**src/rtl/core/cfir_pkg.sv**
```systemverilog
// Shared types and constants for the centred Q16 FIR filter.
`timescale 1ns / 1ps

package cfir_pkg;

  localparam int SampleW     = 16;
  localparam int AccW        = 32;
  localparam int NumTapRegs  = 16;
  localparam int TapsPerReg  = 4;
  localparam int NumTapWords = NumTapRegs / TapsPerReg;
  localparam int TapWordIdxW = $clog2(NumTapWords);
  localparam int CfgDataW    = 64;
  localparam int CfgIdxW     = 3;
  localparam int TapCountW   = 5;
  localparam int ResultShift = 16;

  localparam logic [AccW-1:0]      RoundConst    = AccW'(32'h8000);
  localparam logic [TapCountW-1:0] TapCountReset = TapCountW'(1);

  // Configuration register indexes
  typedef enum logic [CfgIdxW-1:0] {
    CfgTaps0    = 3'd0,
    CfgTaps1    = 3'd1,
    CfgTaps2    = 3'd2,
    CfgTaps3    = 3'd3,
    CfgTapCount = 3'd4
  } cfg_reg_e;

  // One 16-bit value per tap lane, lane 0 in the low bits
  typedef logic [NumTapRegs-1:0][SampleW-1:0] lane_vec_t;

  // Aligned sample window waiting for the multiply-add pipeline
  typedef struct packed {
    lane_vec_t win;
    logic      last;
  } win_item_t;

endpackage

```
**src/rtl/core/cfir_sample_if.sv**
```systemverilog
// Input channel carrying one sample item.
`timescale 1ns / 1ps

interface cfir_sample_if;
  import cfir_pkg::*;

  logic               valid;
  logic               ready;
  logic [SampleW-1:0] sample;
  logic               sample_is_last;

  modport source (output valid, output sample, output sample_is_last, input ready);
  modport sink   (input valid, input sample, input sample_is_last, output ready);
endinterface

```
**src/rtl/core/cfir_front.sv**
```systemverilog
// Front end: accepts samples, shifts the delay line and builds the centred window.
`timescale 1ns / 1ps

module cfir_front #(
  parameter int LineDepth = 16
) (
  input  logic                          clk_i,
  input  logic                          rst_ni,
  cfir_sample_if.sink                   sample_ch_i,
  input  logic [cfir_pkg::TapCountW-1:0] tap_count_i,
  output logic                          push_valid_o,
  input  logic                          push_ready_i,
  output cfir_pkg::win_item_t           push_item_o
);
  import cfir_pkg::*;

  localparam int IdxW = (LineDepth > 1) ? $clog2(LineDepth) : 1;

  logic [SampleW-1:0]   dl_q   [LineDepth];
  logic [SampleW-1:0]   dl_new [LineDepth];
  logic [TapCountW-1:0] kc;
  logic [TapCountW-1:0] sel    [NumTapRegs];
  logic                 accept;

  assign sample_ch_i.ready = push_ready_i;
  assign accept            = sample_ch_i.valid & push_ready_i;
  assign push_valid_o      = sample_ch_i.valid;

  // Delay line as it stands once the new sample is in
  always_comb begin
    dl_new[0] = sample_ch_i.sample;
    for (int j = 1; j < LineDepth; j++) begin
      dl_new[j] = dl_q[j-1];
    end
  end

  // Clamp the tap count to the line depth
  assign kc = (tap_count_i > TapCountW'(LineDepth)) ? TapCountW'(LineDepth) : tap_count_i;

  // Lane m takes the sample k-1-m places back; unused lanes read zero
  always_comb begin
    push_item_o.last = sample_ch_i.sample_is_last;
    for (int m = 0; m < NumTapRegs; m++) begin
      sel[m] = kc - TapCountW'(m) - TapCountW'(1);
      if (TapCountW'(m) < kc) begin
        push_item_o.win[m] = dl_new[sel[m][IdxW-1:0]];
      end else begin
        push_item_o.win[m] = '0;
      end
    end
  end

  // Advance the delay line on each accepted item
  always_ff @(posedge clk_i or negedge rst_ni) begin
    if (!rst_ni) begin
      for (int j = 0; j < LineDepth; j++) begin
        dl_q[j] <= '0;
      end
    end else if (accept) begin
      for (int j = 0; j < LineDepth; j++) begin
        dl_q[j] <= dl_new[j];
      end
    end
  end

endmodule

```
**src/flat_wrapper.sv**
```systemverilog
// flat-port wrapper written by rule: the top's interface ports become plain ports
module cfir_front_flat import cfir_pkg::*;
#(
  parameter int LineDepth = 16
)
  (clk_i, rst_ni, tap_count_i, push_valid_o, push_ready_i, push_item_o, sample_ch_i_valid, sample_ch_i_sample, sample_ch_i_sample_is_last, sample_ch_i_ready);
  cfir_sample_if sample_ch_i_i ();
  input  logic clk_i;
  input  logic rst_ni;
  input  logic [cfir_pkg::TapCountW-1:0] tap_count_i;
  output logic push_valid_o;
  input  logic push_ready_i;
  output cfir_pkg::win_item_t push_item_o;
  input wire logic [$bits(sample_ch_i_i.valid)-1:0] sample_ch_i_valid;
  input wire logic [$bits(sample_ch_i_i.sample)-1:0] sample_ch_i_sample;
  input wire logic [$bits(sample_ch_i_i.sample_is_last)-1:0] sample_ch_i_sample_is_last;
  output wire logic [$bits(sample_ch_i_i.ready)-1:0] sample_ch_i_ready;
  assign sample_ch_i_i.valid = sample_ch_i_valid;
  assign sample_ch_i_i.sample = sample_ch_i_sample;
  assign sample_ch_i_i.sample_is_last = sample_ch_i_sample_is_last;
  assign sample_ch_i_ready = sample_ch_i_i.ready;
  cfir_front #(.LineDepth(LineDepth)) u_core (.clk_i(clk_i), .rst_ni(rst_ni), .sample_ch_i(sample_ch_i_i), .tap_count_i(tap_count_i), .push_valid_o(push_valid_o), .push_ready_i(push_ready_i), .push_item_o(push_item_o));
endmodule
```
**config.mk**
```make
export PLATFORM = sky130hd
export DESIGN_NAME = cfir_front_flat
export DESIGN_NICKNAME = d
export VERILOG_FILES = /design/src/rtl/core/cfir_pkg.sv /design/src/rtl/core/cfir_sample_if.sv /design/src/rtl/core/cfir_front.sv /design/src/flat_wrapper.sv
export SDC_FILE = /design/constraint.sdc
export NUM_CORES = 1
export LEC_CHECK = 0
export BUFFER_PORTS_ARGS = -buffer_cell sky130_fd_sc_hd__buf_4
export CORE_ASPECT_RATIO = 0.5
export CORE_MARGIN = 5
export CORE_UTILIZATION = 54
export DETAILED_ROUTE_END_ITERATION = 10
export PLACE_DENSITY_LB_ADDON = 0.3
export SETUP_SLACK_MARGIN = 0.3
export SYNTH_ARGS = -nofsm -noshare
export SYNTH_HDL_FRONTEND = slang
export SYNTH_SLANG_ARGS = --single-unit
export TNS_END_PERCENT = 30
```
**constraint.sdc**
```tcl
create_clock -name clk_i -period 3.46 [get_ports clk_i]
set_input_delay 0.519 -clock clk_i [delete_from_list [all_inputs] [get_ports clk_i]]
set_output_delay 0.519 -clock clk_i [all_outputs]
set_load 0.005 [all_outputs]
```
== Yosys cells after proc, flatten, opt, wreduce, memory -nomap -nowiden ==
Index checks and enable logic that the tools add are counted.

* Flip-flop bits (word level): 240
* Latch bits: 0
* Bits in writable memories: 0
* Bits in read-only memories: 0
* Bits of input ports: 26
* Output and inout bits: 259
* Logic and storage cells: 160
* Memories kept: 0

* Add/subtract/negate cells: 30
* Multiply operators: 0
* Divide/modulo/power cells: 0
* $lt $le $gt $ge: 33
* Eq/ne operators: 0
* Shifts and indexed selects: 0
* Multiplexer cells: 65
* Bitwise gates (word level): 17
* Reductions and logical operators: 0

{| class="wikitable"
|+ Operators by type and width
! cell !! number
|-
| 16-bit binary-select mux with 4-bit select || 16
|-
| 16-bit 2-to-1 mux || 48
|-
| 5-bit greater-or-equal comparator (second input constant) || 16
|-
| 4-bit inverter with 5-bit output || 16
|-
| 4-bit by 1-bit subtractor with 4-bit output (second input constant) || 16
|-
| 4-bit by 5-bit less-than comparator with 1-bit output (first input constant) || 8
|-
| 4-bit subtractor (second input constant) || 8
|-
| 3-bit by 5-bit less-than comparator with 1-bit output (first input constant) || 4
|-
| 4-bit by 3-bit subtractor with 4-bit output (second input constant) || 4
|-
| 1-bit by 5-bit less-than comparator with 1-bit output (first input constant) || 2
|-
| 2-bit by 5-bit less-than comparator with 1-bit output (first input constant) || 2
|-
| 4-bit by 2-bit subtractor with 4-bit output (second input constant) || 2
|-
| 5-bit > comparator (second input constant) || 1
|-
| 5-bit 2-to-1 mux || 1
|-
| 1-bit AND || 1
|}

== Longest topological paths before layout ==
Gate-level depths: netlist of run 1.

* Depth after elaboration: 9
* Depth in mapped cells: 12
* Depth with buffers taken out: 7

== Worst setup path before layout of run 1 ==
Ideal clock, no wire load.

* Path kind: input to output
* Start point: input port tap_count_i[4] (netlist name)
* End point: output port push_item_o[35] (netlist name)
* Arrival time: 3.213 ns
* Required time: 2.941 ns
* Slack: -0.272 ns
* Stages: 10
* Path buffers: 6
* Path through: nand2b_1 > buf_2 > buf_2 > buf_2 > ha_1 > buf_2 > clkbuf_1 > clkbuf_1 > mux4_2 > o22ai_1

{| class="wikitable"
|+ RTL lines
! item !! RTL line !! RTL
|-
| start: declaration || flat_wrapper.sv:10 || <nowiki>input logic [cfir_pkg::TapCountW-1:0] tap_count_i;</nowiki>
|-
| end: declaration || flat_wrapper.sv:13 || <nowiki>output cfir_pkg::win_item_t push_item_o;</nowiki>
|}

==> impl_metrics.py, run 1 <==
metrics = {
    "route": {
        "first_pass_iters": 8,
        "ant_nets": 0,
        "vias_per_cell": 7.50,
        "drt_drc_violations_left": 0,
        "num_vias": 18500,
        "first_iter_violations": 2546,
        "wirelength_um": 88100,
        "wl_per_cell_um": 35.7,
    },
    "clocking": {
        "cts_sinks": 240,
        "clk_path_buf_depth": 3,
        "root_buffer": "clkbuf_16",
        "cts_buffers": 24,
        "htreeDepth": 1,
        "clkLatencyLatePin_ns": 0.57,
        "cts_tree": "done",
        "path_clk_slew_ns": 0.07,
        "ctsHoldBuffers": 0,
    },
    "yosys": {
        "synth_seq_cells": 240,
        "yosysSeqAreaShare_pct": 29.4,
        "synth-warning-count": 0,
        "synth_top_area_cell": "dfrtp_1",
        "synth-main-ff-cell": "dfrtp_1",
        "syn_inst": 1616,
        "synth.avg_cell_area_um2": 12.6,
        "synth_edf_count": 0,
        "ys_types": 51,
        "synth_nets": 1650,
        "yosys.area.top_type_share_pct": 29.4,
        "syn_area_mm2": 0.0204,
        "synth_area_leaders": "dfrtp_1 29%, mux4_2 24%, mux2i_1 16%",
        "synthArstFlopShare_pct": 100,
    },
    "pwr": {
        "vdd_ir_drop_max_v": 0.000553,
        "powerDensity_mw_per_mm2": 789,
        "leakagePower_nw": 11.3,
        "p_total_mw": 20.6,
    },
    "final_layout": {
        "n_fill_cell": 2645,
        "final_cell_area_mm2": 0.0261,
        "fin_util_pct": 70.0,
        "drive_above_1_share_pct": 55.9,
        "final_nets": 1985,
        "area_growth_pct": 28.0,
        "largest_reg_flops": 240,
    },
    "setup_path": {
        "crit_fanout": 30,
        "path_class": "in2out",
        "r2r_start": "u_core.dl_new[123]$_DFFE_PN0P_",
        "reg2regPathDepth": 1,
        "cp-end-kind": "output pin",
        "startpoint": "tap_count_i[0]",
        "start_kind": "input pin",
        "r2r-end": "u_core.dl_new[123]$_DFFE_PN0P_",
        "arrival_ns": 2.78,
        "reg2reg_slack_ns": 2.50,
        "setup.worst_path.end": "push_item_o[96]",
        "worstPathRequired_ns": 2.94,
    },
    "timing": {
        "slew_headroom_pct": 42.5,
        "hold_violations": 14,
        "finalCriticalPeriod_ns": 3.30,
        "post-route-period-util_pct": 95.3,
        "timing.setup.tns_ns": 0,
        "setup_viol": 0,
        "tightestPinTransition_ns": 0.839,
        "fmax_ghz": 0.303,
        "holdWs_ns": -0.0421,
        "rsz0062_at_grt": "yes",
        "skew_ns": 0.0272,
        "slew_viol_final": 0,
    },
    "place": {
        "post_dp_cell_area_mm2": 0.0243,
        "post-dp-hpwl_um": 65900,
        "port_buffers": 282,
        "gp_congestion": 1.02,
    },
    "run_status": {
        "status": "finished with violations",
        "violations": "negative hold slack",
    },
    "global_route": {
        "grt_pass1_wl_um": 125000,
        "grt_pass1_vias": 17400,
        "antenna_found_initial": 7,
        "grt_max_degree": 98,
        "grt_overflow_total": 0,
        "grt_usage_pct": 40.3,
    },
    "job": {
        "cap_violations": 0,
    },
    "min_path": {
        "hold_path.class": "in2async",
    },
    "die": {
        "fp.dieArea_mm2": 0.0420,
        "die_width_um": 285,
        "die_y_um": 148,
        "pin_count": 285,
        "core_mm2": 0.0373,
        "initial_core_util_pct": 54.7,
        "rows": 50,
    },
}
-- placed cells by master (no fill, tap or decap), types with 10 or more instances in the layout --
| master | n |
|---|---|
| a21oi_1 | 35 |
| and2_1 | 16 |
| buf_12 | 43 |
| buf_4 | 404 |
| clkbuf_16 | 27 |
| dfrtp_1 | 240 |
| mux2_2 | 253 |
| mux2i_1 | 292 |
| mux2i_2 | 22 |
| mux4_2 | 222 |
| nand2_1 | 49 |
| nand3_1 | 10 |
| nor2_1 | 16 |
| o21ai_0 | 26 |
| o22ai_1 | 118 |
| o22ai_2 | 49 |
-- through the flow --
| stage | std cells | setup slack (ns) |
|---|---|---|
| finish | 2470 | 0.164 |
| global route | 2466 | 0.116 |
| CTS | 2445 | 0.222 |
| detailed placement | 2383 | 0.0377 |
| global placement | 2383 | 0.0685 |
| floorplan | 1616 | 0.292 |
-- cells by family after synthesis --
kind of cell	count (synthesis)	synth area share, %
AOI/OAI and AO/OA	282	8.54
adders and majority gates	8	0.490
muxes	795	54.1
DFF	240	29.4
xor gates and xnor gates	7	0.533
buffers and inverters	178	4.52
and+or+nand+nor	106	2.39
-- critical path, cell delays in order --
cell	delay [ns]
buf_4	0.14
and2b_4	0.21
inv_8	0.14
buf_16	0.24
mux4_2	0.61
mux4_2	0.50
nand2_1	0.09
o211ai_1	0.12
buf_4	0.18
-- cells in the mapped netlist, types with 15 or more instances --
| cell type | n |
|---|---|
| nand2_1 | 50 |
| mux2_2 | 253 |
| mux2i_1 | 320 |
| a21oi_1 | 38 |
| dfrtp_1 | 240 |
| and2_1 | 16 |
| mux4_2 | 222 |
| buf_2 | 28 |
| o22ai_1 | 176 |
| nor2_1 | 16 |
| o21ai_0 | 27 |
| buf_1 | 15 |
| clkbuf_1 | 89 |
| buf_4 | 15 |
-- how the worst min path moves through the flow --
stage	startpoint	cells past startpoint	slack (ns)	endpoint
6_report	rst_ni	1	-0.04	u_core.dl_new[98]$_DFFE_PN0P_
5_1_grt	rst_ni	1	0.04	u_core.dl_new[98]$_DFFE_PN0P_
4_1_cts	rst_ni	1	0.02	u_core.dl_new[50]$_DFFE_PN0P_
3_5_place_dp	u_core.dl_new[6]$_DFFE_PN0P_	1	0.52	u_core.dl_new[6]$_DFFE_PN0P_
3_3_place_gp	u_core.dl_new[2]$_DFFE_PN0P_	1	0.51	u_core.dl_new[2]$_DFFE_PN0P_
2_1_floorplan	rst_ni	0	0.22	u_core.dl_new[0]$_DFFE_PN0P_
-- repair_timing --
action                     in CTS  in global routing
setup endpoints to repair     161                179
gates resized for setup        75                 37
buffers inserted               15                 14
pin swaps                       7                  9
gates cloned                    4                  3
-- routing by layer --
| layer | wire [um] | vias up | track usage (%) |
|---|---|---|---|
| li1 | - | 7225 | - |
| met1 | 33600 | 9655 | 56.0 |
| met5 | 13 | - | 0 |
| met3 | 12500 | 247 | 15.1 |
| met2 | 38600 | 1406 | 59.5 |
| met4 | 3420 | 2 | 12.3 |
-- power breakdown --
group	total, mW	internal, mW	switching (mW)
combinational	12.2	6.04	6.19
clock	2.76	1.53	1.23
sequential	5.64	3.99	1.65
total	20.6	11.6	9.07
-- layout make-up --
cell class                      count  area (um2)  area share [%]
Clock buffer                       36         686            2.62
Tap cell                          494         618            2.36
Inverter                           13        58.8           0.225
Sequential cell                   240        6010            23.0
Timing Repair Buffer              474        4420            16.9
Multi-Input combinational cell   1198       14200            54.4
Clock inverter                      7         105           0.402
Antenna cell                        8        20.0          0.0766
Power figures use the tool's default switching activity.
==> run 2, diff against run 1 <==
==> constraint.sdc (replaced) <==
create_clock -name clk_i -period 3.46 [get_ports clk_i]
set_input_delay 0 -clock clk_i [delete_from_list [all_inputs] [get_ports clk_i]]
set_output_delay 0 -clock clk_i [all_outputs]
set_load 0.005 [all_outputs]
==> run 2 against run 1 <==
Against the previous run: the run now ends clean; highest routed layer unchanged; cell count decreased by 4.7%; clock skew decreased by 0.011 ns; die area unchanged; design area decreased by 8.1%; sequential power decreased by 0.9%.
==> impl_metrics.py, run 2 (synthesized netlist as in run 1, its figures left out) <==
metrics = {
    "setup_path": {
        "crit_fanout": 21,
        "arrival_ns": 3.04,
        "path_cells": "buf_4, nand2b_4, buf_4, ha_1, o21ai_0, a2111oi_2, a211o_1, o22ai_1, buf_4",
        "cp-end-kind": "output pin",
        "cp_slowest_stage_delay_ns": 0.79,
        "worstPathRequired_ns": 3.46,
        "start_kind": "input pin",
        "path_class": "in2out",
        "crit_top_cell": "buf_4",
        "cpMaxStageDelayCell": "a211o_1",
    },
    "die": {
        "initial_core_util_pct": 54.7,
        "die_width_um": 285,
        "die_y_um": 148,
        "fp.dieArea_mm2": 0.0420,
        "rows": 50,
        "core_mm2": 0.0373,
        "pin_count": 285,
    },
    "timing": {
        "hold_violations": 0,
        "tightestPinTransition_ns": 1.28,
        "slew_viol_final": 0,
        "rsz0062_at_grt": "no",
        "finalCriticalPeriod_ns": 3.04,
        "holdWs_ns": 0.00000224,
        "skew_ns": 0.0160,
        "post-route-period-util_pct": 87.9,
        "slew_headroom_pct": 14.5,
        "fmax_ghz": 0.329,
        "setup_viol": 0,
        "timing.setup.tns_ns": 0,
    },
    "clocking": {
        "cts_buffers": 24,
        "postCtsSetupRepairBufs": 0,
        "htreeDepth": 1,
        "clk_path_buf_depth": 3,
        "clkLatencyLatePin_ns": 0.55,
        "root_buffer": "clkbuf_16",
        "cts_tree": "done",
        "cts_sinks": 240,
    },
    "final_layout": {
        "drive_above_1_share_pct": 47.6,
        "largest_reg_flops": 240,
        "final_cell_mix": "335 x buf_4, 320 x mux2i_1, 253 x mux2_2",
        "area_growth_pct": 17.6,
        "layout_commonest_cell": "buf_4",
        "fin_util_pct": 64.3,
        "final_cell_area_mm2": 0.0240,
        "final_nets": 1875,
    },
    "run_status": {
        "status": "completed",
    },
    "pwr": {
        "p_total_mw": 19.8,
        "vdd_ir_drop_max_v": 0.000432,
        "powerDensity_mw_per_mm2": 824,
        "leakagePower_nw": 10.5,
    },
    "global_route": {
        "grt_pass1_wl_um": 122000,
        "grt_pass1_vias": 16500,
        "antenna_found_initial": 4,
        "grt_usage_pct": 39.2,
        "grt_max_degree": 109,
        "grt_overflow_total": 0,
    },
    "route": {
        "vias_per_cell": 7.48,
        "wl_per_cell_um": 35.9,
        "first_pass_iters": 6,
        "ant_nets": 0,
        "wirelength_um": 84500,
        "first_iter_violations": 2501,
        "num_vias": 17600,
        "drt_drc_violations_left": 0,
    },
    "place": {
        "post-dp-hpwl_um": 63600,
        "gp_congestion": 1.06,
        "port_buffers": 282,
        "post_dp_cell_area_mm2": 0.0230,
    },
    "min_path": {
        "hold_path.class": "in2out",
    },
    "job": {
        "cap_violations": 0,
    },
}
## run 2: cell count changes in the layout (fill, tap and decap cells not counted), moves of 17 or more
cell	before	now
buf_4	404	335
o22ai_1	118	176
o22ai_2	49	0
buf_12	43	11
mux2i_1	292	320
mux2i_2	22	0
dlygate4sd3_1	0	17
## run 2: critical path, delay by kind of cell
family,cells,cell delay (ns)
simple gates,1,0.20
buf+inv,3,0.72
fa+ha+maj,1,0.35
compound gates,4,1.75
## run 2: repair_timing
item                                    in CTS  in global routing
hold buffers                                17                  0
endpoints found under the hold margin      121                  0
gates resized for setup                      0                  1
endpoints found under the setup margin       0                  1
## run 2: worst paths after layout
path                                                start                        endpoint  slack [ns]  depth (start not counted)
setup / recovery                           tap_count_i[4]                 push_item_o[31]        0.42                          9
hold / removal                 sample_ch_i_sample_is_last                  push_item_o[0]    0.000002                          0
setup reg to reg           u_core.dl_new[120]$_DFFE_PN0P_  u_core.dl_new[104]$_DFFE_PN0P_        2.43                          1
hold reg to reg              u_core.dl_new[6]$_DFFE_PN0P_    u_core.dl_new[6]$_DFFE_PN0P_        0.53                          1
max in group asynchronous                          rst_ni   u_core.dl_new[36]$_DFFE_PN0P_        2.31                          3
min in group asynchronous                          rst_ni  u_core.dl_new[146]$_DFFE_PN0P_        0.05                          2
## run 2: power breakdown
| part | leakage [nW] | internal, mW | switching (mW) | total [mW] |
|---|---|---|---|---|
| clock network | 0.396 | 1.57 | 1.23 | 2.80 |
| logic | 7.10 | 5.38 | 6.03 | 11.4 |
| registers | 2.97 | 3.99 | 1.59 | 5.59 |
## run 2: area by class of cell
class / instances / area, um2
Antenna cell: 2 / 5.00
Timing Repair Buffer: 364 / 2920
Multi-Input combinational cell: 1198 / 13600
Fill cell: 2945 / 13300
Inverter: 13 / 58.8
Tap cell: 494 / 618
Sequential cell: 240 / 6010
Clock buffer: 30 / 643
Clock inverter: 14 / 180
## run 2: metal layers
layer | global-route usage [%] | part of all wire [%] | vias to the layer above
met3 | 13.7 | 13 | 178
met1 | 57.3 | 40 | 9264
met2 | 56.7 | 43 | 1176
met5 | 0 | 0.015 | -
met4 | 9.10 | 3.1 | 2
li1 | - | - | 6993
## run 2: through the flow
stage | cells | worst slack (ns)
global placement | 2292 | 0.594
floorplan | 1616 | 0.766
CTS | 2353 | 0.545
global route | 2355 | 0.309
detailed placement | 2292 | 0.555
finish | 2355 | 0.418
