<file path="src/rtl/core/cfir_pkg.sv">
// Shared types and constants for the centred Q16 FIR filter.
`timescale 1ns / 1ps

package cfir_pkg;

  localparam int SampleW     = 16;
  localparam int AccW        = 32;
  localparam int NumTapRegs  = 16;
  localparam int TapsPerReg  = 4;
  localparam int NumTapWords = NumTapRegs / TapsPerReg;
  localparam int TapWordIdxW = $clog2(NumTapWords);
  localparam int CfgDataW    = 64;
  localparam int CfgIdxW     = 3;
  localparam int TapCountW   = 5;
  localparam int ResultShift = 16;

  localparam logic [AccW-1:0]      RoundConst    = AccW'(32'h8000);
  localparam logic [TapCountW-1:0] TapCountReset = TapCountW'(1);

  // Configuration register indexes
  typedef enum logic [CfgIdxW-1:0] {
    CfgTaps0    = 3'd0,
    CfgTaps1    = 3'd1,
    CfgTaps2    = 3'd2,
    CfgTaps3    = 3'd3,
    CfgTapCount = 3'd4
  } cfg_reg_e;

  // One 16-bit value per tap lane, lane 0 in the low bits
  typedef logic [NumTapRegs-1:0][SampleW-1:0] lane_vec_t;

  // Aligned sample window waiting for the multiply-add pipeline
  typedef struct packed {
    lane_vec_t win;
    logic      last;
  } win_item_t;

endpackage

</file>
<file path="src/rtl/core/cfir_fifo.sv">
// Short queue of sample windows between the front end and the datapath.
`timescale 1ns / 1ps

module cfir_fifo #(
  parameter int Depth = 2
) (
  input  logic                clk_i,
  input  logic                rst_ni,
  input  logic                push_valid_i,
  output logic                push_ready_o,
  input  cfir_pkg::win_item_t push_item_i,
  output logic                pop_valid_o,
  input  logic                pop_ready_i,
  output cfir_pkg::win_item_t pop_item_o
);
  import cfir_pkg::*;

  localparam int PtrW = (Depth > 1) ? $clog2(Depth) : 1;
  localparam int CntW = $clog2(Depth + 1);

  win_item_t       mem_q [Depth];
  logic [PtrW-1:0] wr_ptr_q, wr_ptr_d;
  logic [PtrW-1:0] rd_ptr_q, rd_ptr_d;
  logic [CntW-1:0] count_q, count_d;
  logic            push, pop;

  assign push_ready_o = (count_q != CntW'(Depth));
  assign pop_valid_o  = (count_q != '0);
  assign pop_item_o   = mem_q[rd_ptr_q];
  assign push         = push_valid_i & push_ready_o;
  assign pop          = pop_valid_o & pop_ready_i;

  // Pointer and fill count updates
  always_comb begin
    wr_ptr_d = wr_ptr_q;
    rd_ptr_d = rd_ptr_q;
    count_d  = count_q;
    if (push) begin
      wr_ptr_d = (wr_ptr_q == PtrW'(Depth - 1)) ? '0 : wr_ptr_q + PtrW'(1);
    end
    if (pop) begin
      rd_ptr_d = (rd_ptr_q == PtrW'(Depth - 1)) ? '0 : rd_ptr_q + PtrW'(1);
    end
    if (push && !pop) begin
      count_d = count_q + CntW'(1);
    end else if (pop && !push) begin
      count_d = count_q - CntW'(1);
    end
  end

  always_ff @(posedge clk_i or negedge rst_ni) begin
    if (!rst_ni) begin
      wr_ptr_q <= '0;
      rd_ptr_q <= '0;
      count_q  <= '0;
    end else begin
      wr_ptr_q <= wr_ptr_d;
      rd_ptr_q <= rd_ptr_d;
      count_q  <= count_d;
    end
  end

  // Store the item; payload needs no reset
  always_ff @(posedge clk_i) begin
    if (push) begin
      mem_q[wr_ptr_q] <= push_item_i;
    end
  end

`ifndef ASSERT_OFF
  a_count_bound: assert property (@(posedge clk_i) disable iff (!rst_ni)
    count_q <= CntW'(Depth))
    else $error("queue fill count beyond depth");

  a_count_up: assert property (@(posedge clk_i) disable iff (!rst_ni)
    (push && !pop) |=> (count_q == $past(count_q) + CntW'(1)))
    else $error("queue fill count did not rise on push");

  a_ptr_match: assert property (@(posedge clk_i) disable iff (!rst_ni)
    (count_q == '0) |-> (wr_ptr_q == rd_ptr_q))
    else $error("queue pointers differ while empty");
`endif

endmodule

</file>
<file path="config.mk">
export PLATFORM = sky130hd
export DESIGN_NAME = cfir_fifo
export DESIGN_NICKNAME = d
export VERILOG_FILES = /design/src/rtl/core/cfir_pkg.sv /design/src/rtl/core/cfir_fifo.sv
export SDC_FILE = /design/constraint.sdc
export NUM_CORES = 1
export LEC_CHECK = 0
export BUFFER_PORTS_ARGS = -buffer_cell sky130_fd_sc_hd__buf_2
export CAP_MARGIN = 10
export CORE_MARGIN = 4
export CORE_UTILIZATION = 53
export DETAILED_ROUTE_END_ITERATION = 7
export PLACE_DENSITY = 0.8
export SLEW_MARGIN = 20
export SYNTH_ARGS = -nofsm -noshare
export SYNTH_HDL_FRONTEND = slang
export SYNTH_SLANG_ARGS = --single-unit
</file>
<file path="constraint.sdc">
create_clock -name clk_i -period 16.8 [get_ports clk_i]
set_input_delay 1.68 -clock clk_i [delete_from_list [all_inputs] [get_ports clk_i]]
set_output_delay 1.68 -clock clk_i [all_outputs]
set_load 0.05 [all_outputs]
</file>
## Yosys cells after proc, flatten, opt, wreduce, memory -nomap -nowiden

Memory sizes are Yosys's and may differ from the RTL's.
Index checks and enable logic that the tools add are counted.

- Add/subtract/negate cells: 4
- Multipliers: 0
- Divide/modulo/power cells: 0
- $lt $le $gt $ge: 0
- Equal/unequal tests: 1
- Shift operators: 0
- Muxes and demuxes: 6
- Bitwise operators: 2
- Reductions and logical operators: 6

Operators by type and width:

| cell | number |
|---|---|
| two-way mux 1 bit | 4 |
| two-way mux 2 bit | 2 |
| nonzero test 2 bit | 2 |
| adder 1 bit, second input constant | 2 |
| adder 2 x 1 -> 2 bit, second input constant | 1 |
| AND 1 bit | 2 |
| logical AND 1 bit | 2 |
| logical NOT 1 bit | 2 |
| inequality test 2 bit, second input constant | 1 |
| subtractor 2 x 1 -> 2 bit, second input constant | 1 |

- Register bits: 4
- Bits in latches: 0
- Bits in writable memories: 514
- Memory bits (read-only): 0
- Output and inout port bits: 259
- Word-level logic and storage cells: 23
- Memories kept: 1

Memories:

| memory | words | bits a word | rd ports | clocked after Yosys merged registers in | wr ports | line | text |
|---|---|---|---|---|---|---|---|
| mem_q | 2 | 257 | 1 | 0 | 1 | cfir_fifo.sv:21 | `win_item_t mem_q [Depth];` |

## Logic depth before layout (Yosys ltp)

Gate-level depths: netlist (run 1).

- Word-level depth: 6
- Gate-level depth with buffers: 7

## Worst setup path before layout (run 1)

Ideal clock, no wire load.

- Kind: input to register
- From: input push_valid_i
- To: memory mem_q[0][0] (netlist bit), enable pin
- Setup time: 881 ps
- Arrival: 12439 ps
- Slack: 3480 ps
- Stages: 2
- Buffers on the path: 0
- Path through: nand2_1 nor2_1

- Cells in the longest elaborated chain, start to end: 3

RTL lines:

| what | line | text |
|---|---|---|
| start: declaration | cfir_fifo.sv:9 | `input logic push_valid_i,` |
| AND 1 bit | cfir_fifo.sv:30 | `assign push = push_valid_i & push_ready_o;` |
| two-way mux 1 bit | cfir_fifo.sv:65 | `if (push) begin` |
| two-way mux 1 bit (not written as such) | cfir_fifo.sv:66 | `mem_q[wr_ptr_q] <= push_item_i;` |
| end: declaration | cfir_fifo.sv:21 |  |

Every way passes these cells.

==> impl_metrics.env, run 1 <==
export IMPL_run_status="finished clean"
export IMPL_initial_core_util=0.536
export IMPL_cts_sinks=518
export IMPL_cts_buffers=52
export IMPL_gp_congestion=0.828
export IMPL_cts_hold_buf=0
export IMPL_setup_viol=0
export IMPL_syn_inst=818
export IMPL_grt_pass1_vias=10400
export IMPL_clkPwrFrac=0.206
export IMPL_track_usage=0.200
export IMPL_p_seq_frac=0.361
export IMPL_wl_um=41900
export IMPL_finalHoldViolCount=0
export IMPL_io_pins=520
export IMPL_cts_clk_slew_worst_paths_ns=0.06
export IMPL_postSynthAreaPerCell_um2=24.0
export IMPL_placed_area_mm2=0.0226
export IMPL_crit_slowest_cell="buf_4"
export IMPL_use_met1=0.231
export IMPL_met3_usage=0.0745
export IMPL_min_period_ns=6.31
export IMPL_synth_commonest_cells="edfxtp_1 (514), mux2_4 (201), mux2_2 (56), buf_6 (24), dfrtp_1 (4)"
export IMPL_ant_nets=0
export IMPL_hpwl_um=29100
export IMPL_cts_setup_buffers=0
export IMPL_numPortBuffers=519
export IMPL_dp_cells=1786
export IMPL_area_growth_pct=23.2
export IMPL_syn_cell_area_mm2=0.0196
export IMPL_dr_total_vias=9802
export IMPL_whs_ns=0.502
export IMPL_finalSetupTns_ns=0
export IMPL_synth_largest_area_cell="edfxtp_1"
export IMPL_synth_most_common_cell="edfxtp_1"
export IMPL_relSlewSlack=0.288
export IMPL_grt_ovfl_total=0
export IMPL_worst_setup_path_start_kind="register"
export IMPL_clock_fmax_mhz=159
export IMPL_ys_warn_count=0
export IMPL_slew_viol_final=0
export IMPL_root_buffer="clkbuf_16"
export IMPL_arrival_ns=4.63
export IMPL_crit_cells=5
export IMPL_path_class="register to primary output"
export IMPL_finalClockSkew_ns=0.00667
export IMPL_first_pass_iters=5
export IMPL_synth_edf_count=514
export IMPL_grt_max_degree=84
export IMPL_internal_power_mw=3.04
export IMPL_synth_seq_cells=518
export IMPL_clk_latency_ns=0.56
export IMPL_crit_path_frequent_cell="buf_4"
export IMPL_syn_nets=1080
export IMPL_p_sw_frac=0.409
export IMPL_stdcell_count=1890
export IMPL_ir_drop_v=0.000149
export IMPL_die_area_mm2=0.0401
export IMPL_die_x_um=200
export IMPL_cts_tree="done"
export IMPL_synth_seq_area_share=0.793
export IMPL_holdPathStages=1
export IMPL_path_cells="buf_4, buf_4, buf_4, mux2_4, buf_2"
export IMPL_synth_ff_type="edfxtp_1"
export IMPL_synth_async_reset_ratio=0.00772
export IMPL_synth_area_leaders="edfxtp_1 (79%), mux2_4 (15%), mux2_2 (3.2%), buf_6 (1.4%), dfrtp_1 (0.51%)"
export IMPL_period_share=0.375
export IMPL_cp_max_fo=71
export IMPL_synth_top_area_frac=0.788
export IMPL_drive_gt1_frac=0.606
export IMPL_cp_num_buf_inv=4
export IMPL_die_height_um=200
export IMPL_tightest_slew_ns=1.07
export IMPL_busiest_layer="met2"
export IMPL_final_nets=1634
export IMPL_drtIter0Drc=557
export IMPL_layout_setup_ws_ns=10.49
export IMPL_leakage_nw=9.59
export IMPL_std_cell_rows=70
export IMPL_grt_pass1_wl_um=61500
export IMPL_yosys_cell_types_count=16
export IMPL_comb_power_share=0.434
export IMPL_htreeDepth=2
export IMPL_clock_path_buffers=3
export IMPL_via_per_inst=5.19
export IMPL_power_total_mw=5.15
export IMPL_post_cts_resized=0
export IMPL_final_area_mm2=0.0241
export IMPL_critical_path_required_ns=15.12
export IMPL_met2_usage=0.343
export IMPL_place_ws_ns=11.05
export IMPL_power_density_mw_per_mm2=213
export IMPL_worstHoldPathType="register to register"
export IMPL_reg2reg_depth=5
export IMPL_core_area_mm2=0.0365
export IMPL_final_util=0.661
export IMPL_switching_power_mw=2.11
export IMPL_drcViolationCount=0
export IMPL_grt_setup_unrepaired="no"
export IMPL_critPathCaptureType="primary output"
export IMPL_drv_cap=0
export IMPL_antenna_found_initial=20
export IMPL_critPathTopFamily="buffers and inverters"
export IMPL_wire_per_inst_um=22.2
export IMPL_cpPeakStageDelay_ns=0.97
cell type report:
cell class,count,area [um^2]
Clock buffer,68,1380
Antenna cell,13,32.5
Tap cell,468,586
Sequential cell,518,15500
Clock inverter,23,168
Timing Repair Buffer,529,2680
Fill cell,2388,12400
Inverter,1,3.75
Multi-Input combinational cell,270,3750
placed cells by master, fill, tap and decap left out, types with 2 or more instances in the layout:
master and instances:
buf_2 519, xnor2_1 3, mux2_2 56, nand2_1 2
clkbuf_16 53, xor2_1 2, dfrtp_1 3, buf_4 8
diode_2 13, clkinv_2 5, buf_6 2, clkinv_1 12
mux2_4 201, bufinv_16 2, clkbuf_1 15, edfxtp_1 514
inv_6 2
routing by layer:
layer	vias to the layer above	routed length, um
li1	4391	-
met1	4853	15300
met2	446	21300
met3	98	3860
met4	14	1330
met5	-	91
path summary, 6_finish.rpt:
path | start | to | slack, ns
max in group asynchronous | rst_ni | rd_ptr_q | 15.73
max | rd_ptr_q | pop_item_o[150] | 10.49
min reg2reg | count_q[1] | count_q[1] | 0.50
max reg2reg | count_q[0] | mem_q[0][116] | 13.09
min | count_q[1] | count_q[1] | 0.50
min in group asynchronous | rst_ni | rd_ptr_q | 0.92
registers in the layout, summed over array words and instances, names as in the netlist:
| name | count |
|---|---|
| count_q | 2 |
| mem_q | 514 |
| rd_ptr_q | 1 |
| wr_ptr_q | 1 |
power by group through the flow:
stage	clock, mW	combinational, mW	sequential (mW)
after floorplan	0	1.85	1.95
after global placement	0	2.23	1.87
after detailed placement	0	2.25	1.89
after CTS	1.09	2.25	1.86
after global routing	1.15	2.31	1.88
final	1.06	2.23	1.86
cells by family after synthesis:
kind of cell,after synthesis,synth area share
AND/OR/NAND/NOR,7,0.00173
XOR/XNOR,5,0.00224
flip-flops,518,0.793
adder cells (fa/ha/maj),1,0.000639
multiplexers,257,0.186
buffers and inverters,30,0.0163
Power figures use the tool's default switching activity.
==> inputs of run 2 (changes only) <==
ABC_AREA = 1   (was default)
CORE_UTILIZATION = 47   (was 53)
PLACE_DENSITY = 0.76   (was 0.8)
clock period = 5.2 ns   (was 16.8 ns; I/O delays follow)
==> run 2 against run 1 <==
Effect of this change: combinational power grew to 3.4 times the previous value; count of clock-buffer cells in the layout is 7 lower; non-clock buffer count rose by 3; critical endpoint is now pop_item_o[41]; highest routed layer unchanged.
==> impl_metrics.env, run 2 <==
export IMPL_min_period_ns=3.64
export IMPL_std_cell_rows=73
export IMPL_gp_congestion=0.898
export IMPL_grt_setup_unrepaired="no"
export IMPL_antenna_found_initial=14
export IMPL_fillers=3046
export IMPL_worst_setup_path_start_kind="register"
export IMPL_power_density_mw_per_mm2=723
export IMPL_grt_pass1_wl_um=68200
export IMPL_run_status="finished clean"
export IMPL_core_area_mm2=0.0398
export IMPL_arrival_ns=3.12
export IMPL_final_nets=2160
export IMPL_critPathCaptureType="primary output"
export IMPL_numPortBuffers=519
export IMPL_wl_met3_um=4160
export IMPL_p_sw_frac=0.465
export IMPL_cts_clk_slew_worst_paths_ns=0.07
export IMPL_area_growth_pct=24.8
export IMPL_track_usage=0.201
export IMPL_layout_setup_ws_ns=1.56
export IMPL_worstHoldPathType="input port to register"
export IMPL_final_common_cell="nand2_1"
export IMPL_cts_setup_buffers=0
export IMPL_clock_fmax_mhz=275
export IMPL_clk_latency_ns=0.58
export IMPL_htreeDepth=2
export IMPL_clock_path_buffers=3
export IMPL_comb_power_share=0.441
export IMPL_wl_um=45800
export IMPL_critical_path_required_ns=4.68
export IMPL_tightest_slew_ns=1.00
export IMPL_hpwl_um=30700
export IMPL_path_class="register to primary output"
export IMPL_grt_pass1_vias=12200
export IMPL_cts_hold_buf=1
export IMPL_syn_cell_area_mm2=0.0190
export IMPL_slew_viol_final=0
export IMPL_placed_area_mm2=0.0220
export IMPL_rrSetupSlack_ns=2.90
export IMPL_finalHoldViolCount=0
export IMPL_period_share=0.700
export IMPL_ir_drop_v=0.000583
export IMPL_switching_power_mw=7.95
export IMPL_die_x_um=209
export IMPL_synth_seq_area_share=0.819
export IMPL_p_seq_frac=0.351
export IMPL_cp_max_fo=156
export IMPL_synth_top_area_frac=0.814
export IMPL_synth_most_common_cell="nand2_1"
export IMPL_ant_nets=0
export IMPL_first_pass_iters=5
export IMPL_synth_commonest_cells="nand2_1 (781), edfxtp_1 (514), buf_2 (27), buf_4 (15), buf_6 (14)"
export IMPL_cpPeakStageDelay_ns=0.74
export IMPL_relSlewSlack=0.333
export IMPL_finalSetupTns_ns=0
export IMPL_dr_total_vias=12100
export IMPL_synth_seq_cells=518
export IMPL_yosys_cell_types_count=15
export IMPL_synth_ff_type="edfxtp_1"
export IMPL_setup_viol=0
export IMPL_synth_async_reset_ratio=0.00772
export IMPL_grt_ovfl_total=0
export IMPL_cts_buffers=50
export IMPL_drcViolationCount=0
export IMPL_dr_max_layer_used="met5"
export IMPL_postSynthAreaPerCell_um2=13.8
export IMPL_finalClockSkew_ns=0.0145
export IMPL_synth_edf_count=514
export IMPL_place_ws_ns=2.25
export IMPL_crit_path_frequent_cell="nand2_1"
export IMPL_drv_cap=0
export IMPL_met2RoutedLength_um=23200
export IMPL_crit_slowest_cell="dfrtp_4"
export IMPL_syn_inst=1371
export IMPL_final_area_mm2=0.0237
export IMPL_dp_cells=2369
export IMPL_syn_nets=1633
export IMPL_largest_register_ffs=514
export IMPL_grt_max_degree=157
export IMPL_die_area_mm2=0.0436
export IMPL_cts_tree="done"
export IMPL_internal_power_mw=9.15
export IMPL_reg_largest_list="mem_q x514, count_q x2"
export IMPL_whs_ns=0.129
export IMPL_synth_largest_area_cell="edfxtp_1"
export IMPL_path_cells="inv_8, buf_12, nand2_1, nand2_1, buf_2"
export IMPL_ys_warn_count=0
export IMPL_drtIter0Drc=888
export IMPL_die_height_um=209
export IMPL_synth_area_leaders="edfxtp_1 (81%), nand2_1 (15%), buf_6 (0.83%), buf_2 (0.71%), buf_4 (0.59%)"
export IMPL_stdcell_count=2470
export IMPL_layout_common_cells="nand2_1 (780), buf_2 (519), edfxtp_1 (514)"
export IMPL_clkPwrFrac=0.209
export IMPL_via_per_inst=4.89
export IMPL_post_cts_resized=0
export IMPL_leakage_nw=10.2
export IMPL_root_buffer="clkbuf_16"
export IMPL_wire_per_inst_um=18.5
export IMPL_initial_core_util=0.476
export IMPL_regMostFlops="mem_q"
export IMPL_drive_gt1_frac=0.312
export IMPL_cts_sinks=518
export IMPL_io_pins=520
export IMPL_wl_met1_um=17000
## run 2: cell count changes in the layout (fill, tap and decap cells not counted), moves of 6 or more
| cell | before | now |
|---|---|---|
| mux2_4 | 201 | 0 |
| nand2_1 | 2 | 780 |
| mux2_2 | 56 | 0 |
| buf_12 | 0 | 6 |
## run 2: cell families after synthesis
| family | share of synthesized area |
|---|---|
| buf+inv | 0.0231 |
| fa+ha+maj | 0.000660 |
| simple gates | 0.156 |
| flops | 0.819 |
| xor+xnor | 0.000924 |
## run 2: metrics by stage
stage | total power, mW | utilization
after floorplan | 11.9 | -
after global placement | 13.6 | 0.552
after detailed placement | 13.7 | 0.552
after CTS | 17.2 | 0.593
after global routing | 17.9 | 0.594
final | 17.1 | 0.594
## run 2: worst max-delay path: cells and delay by family, from the launching register on
kind | cells | cell delay (ns)
and+or+nand+nor | 2 | 0.20
DFF | 1 | 0.74
buffers and inverters | 3 | 1.35
## run 2: area by class of cell
class	instances	area, um^2	area share
repair buffers	532	2780	0.118
well taps	525	657	0.0278
diodes	8	20.0	0.000846
multi-input cells	789	3000	0.127
clock inverters	30	310	0.0131
flip-flops and latches	518	15500	0.657
inverters	7	33.8	0.00143
clock buffers	61	1310	0.0555
## run 2: per-layer routing
metal / vias up / GRT usage
met4: 14 / 0.0738
met3: 95 / 0.0602
li1: 5699 / -
met1: 5751 / 0.241
met2: 510 / 0.347
met5: - / 0
## run 2: power by group through the flow
stage,sequential (mW),combinational (mW),clock (mW)
5_1_grt,6.07,7.97,3.83
3_5_place_dp,6.08,7.57,0
2_1_floorplan,6.07,5.80,0
6_report,6.00,7.54,3.57
4_1_cts,6.00,7.60,3.64
3_3_place_gp,6.04,7.54,0
## run 2: path summary, 6_finish.rpt
kind,start,endpoint,cells after the start
min reg2reg,count_q[0],count_q[0],1
max reg2reg,count_q[0],mem_q[0][111],5
max,rd_ptr_q,pop_item_o[41],5
min,push_item_i[211],mem_q[0][211],1
max in group asynchronous,rst_ni,rd_ptr_q,2
min in group asynchronous,rst_ni,rd_ptr_q,2
==> inputs of run 3 (changes only) <==
ABC_AREA = 0   (was 1)
CORE_UTILIZATION = 53   (was 47)
PLACE_DENSITY = 0.8   (was 0.76)
clock period = 3.81 ns   (was 5.2 ns; I/O delays follow)
==> run 3 against run 2 <==
Effect of this change: non-clock buffer count rose by 263; combinational power rose by 38%; global-route usage rose by 5.5 points; cell area rose by 14%; clock skew rose by 0.0032 ns; die area fell by 8.0%; critical endpoint is now pop_item_o[226]; via count fell by 4.9%; clock power rose by 36%; largest cell class unchanged; hold slack got worse by 0.066 ns; sequential power rose by 38%.
==> impl_metrics.env, run 3 (synthesized netlist as in run 1, its figures left out) <==
export IMPL_finalSetupTns_ns=0
export IMPL_clock_path_buffers=3
export IMPL_drtIter0Drc=818
export IMPL_drcViolationCount=0
export IMPL_arrival_ns=2.55
export IMPL_leakage_nw=10.8
export IMPL_first_pass_iters=5
export IMPL_drv_cap=0
export IMPL_worst_setup_path_start_kind="register"
export IMPL_path_cells="buf_12, mux2_2, buf_2"
export IMPL_wire_per_inst_um=24.5
export IMPL_root_buffer="clkbuf_16"
export IMPL_drive_gt1_frac=0.521
export IMPL_cts_setup_buffers=0
export IMPL_largest_register_ffs=514
export IMPL_dr_total_vias=11500
export IMPL_std_cell_rows=70
export IMPL_cts_tree="done"
export IMPL_cp_num_buf_inv=2
export IMPL_numPortBuffers=519
export IMPL_fillers=1929
export IMPL_htreeDepth=2
export IMPL_grt_pass1_vias=12500
export IMPL_area_growth_pct=37.7
export IMPL_via_per_inst=5.34
export IMPL_ant_nets=0
export IMPL_die_x_um=200
export IMPL_slew_viol_final=0
export IMPL_final_util=0.739
export IMPL_critPathCaptureType="primary output"
export IMPL_cts_clk_slew_worst_paths_ns=0.06
export IMPL_grt_ovfl_total=0
export IMPL_cts_buffers=51
export IMPL_finalHoldViolCount=0
export IMPL_antenna_found_initial=8
export IMPL_dp_cells=1796
export IMPL_reg_largest_list="mem_q x514, count_q x2"
export IMPL_tightest_slew_ns=0.831
export IMPL_run_status="finished clean"
export IMPL_comb_power_share=0.443
export IMPL_layout_common_cells="buf_2 (519), edfxtp_1 (514), dlygate4sd3_1 (256)"
export IMPL_rrSetupSlack_ns=1.58
export IMPL_critical_path_required_ns=3.43
export IMPL_final_common_cell="buf_2"
export IMPL_io_pins=520
export IMPL_crit_slowest_cell="dfrtp_4"
export IMPL_whs_ns=0.0638
export IMPL_clock_fmax_mhz=341
export IMPL_path_class="register to primary output"
export IMPL_cpPeakStageDelay_ns=0.97
export IMPL_track_usage=0.256
export IMPL_final_nets=1899
export IMPL_p_seq_frac=0.352
export IMPL_clk_latency_ns=0.59
export IMPL_power_density_mw_per_mm2=875
export IMPL_core_area_mm2=0.0365
export IMPL_initial_core_util=0.536
export IMPL_min_period_ns=2.93
export IMPL_die_area_mm2=0.0401
export IMPL_critPathTopFamily="flip-flops"
export IMPL_worstHoldPathType="input port to register"
export IMPL_grt_setup_unrepaired="no"
export IMPL_grt_pass1_wl_um=78100
export IMPL_period_share=0.769
export IMPL_clkPwrFrac=0.206
export IMPL_wl_um=52800
export IMPL_setup_viol=0
export IMPL_die_height_um=200
export IMPL_regMostFlops="mem_q"
export IMPL_switching_power_mw=9.82
export IMPL_stdcell_count=2151
export IMPL_relSlewSlack=0.446
export IMPL_finalClockSkew_ns=0.0177
export IMPL_ir_drop_v=0.000704
export IMPL_grt_max_degree=99
export IMPL_cp_max_fo=40
export IMPL_cts_sinks=518
export IMPL_gp_congestion=0.779
export IMPL_p_sw_frac=0.416
export IMPL_hpwl_um=29800
export IMPL_internal_power_mw=13.8
[run 3: power by group through the flow]
stage	logic, mW	clock network (mW)	registers, mW
floorplan	8.19	0	8.29
global placement	9.99	0	8.25
detailed placement	10.1	0	8.35
CTS	10.3	4.85	8.24
global route	10.7	5.19	8.40
finish	10.4	4.85	8.31
[run 3: worst paths after layout]
path	to	start	cells past startpoint
setup / recovery	pop_item_o[226]	rd_ptr_q	3
setup reg to reg	mem_q[0][255]	count_q[0]	4
hold / removal	mem_q[1][55]	push_item_i[55]	1
min in group asynchronous	count_q[0]	rst_ni	2
hold reg to reg	count_q[0]	count_q[0]	1
max in group asynchronous	rd_ptr_q	rst_ni	2
[run 3: metal layers]
metal / global-route usage / part of all wire
met1: 0.288 / 0.34
met5: 0 / 0.00036
met3: 0.0722 / 0.092
met4: 0.120 / 0.046
met2: 0.454 / 0.52
[run 3: area by class of cell]
cell class,count,area [um^2],area share
inverter,1,3.75,0.000139
antenna,7,17.5,0.000649
clock buffer,58,1350,0.0499
clock inverter,34,249,0.00923
sequential,518,15500,0.576
tap,468,586,0.0217
timing repair buffer,795,5470,0.203
multi-input combinational,270,3770,0.140
[run 3: per-stage QoR]
step	cell area [um^2]	setup slack, ns	power [mW]
after floorplan	19600	-1.14	16.5
after global placement	22800	1.51	18.2
after detailed placement	22800	1.51	18.4
after CTS	27000	0.851	23.4
after global routing	27000	0.817	24.3
final	27000	0.880	23.6
[run 3: worst reg2reg max path, stage by stage, from the launching register on]
cell and delay [ns]:
dfrtp_1 0.41, nand2b_4 0.19, nand2_4 0.07, nor2_4 0.52, buf_4 0.65
[run 3: timing repair]
action / 4_1_cts / 5_1_grt
gates resized for setup: 0 / 0
endpoints found under the hold margin: 514 / 0
hold buffers: 256 / 0
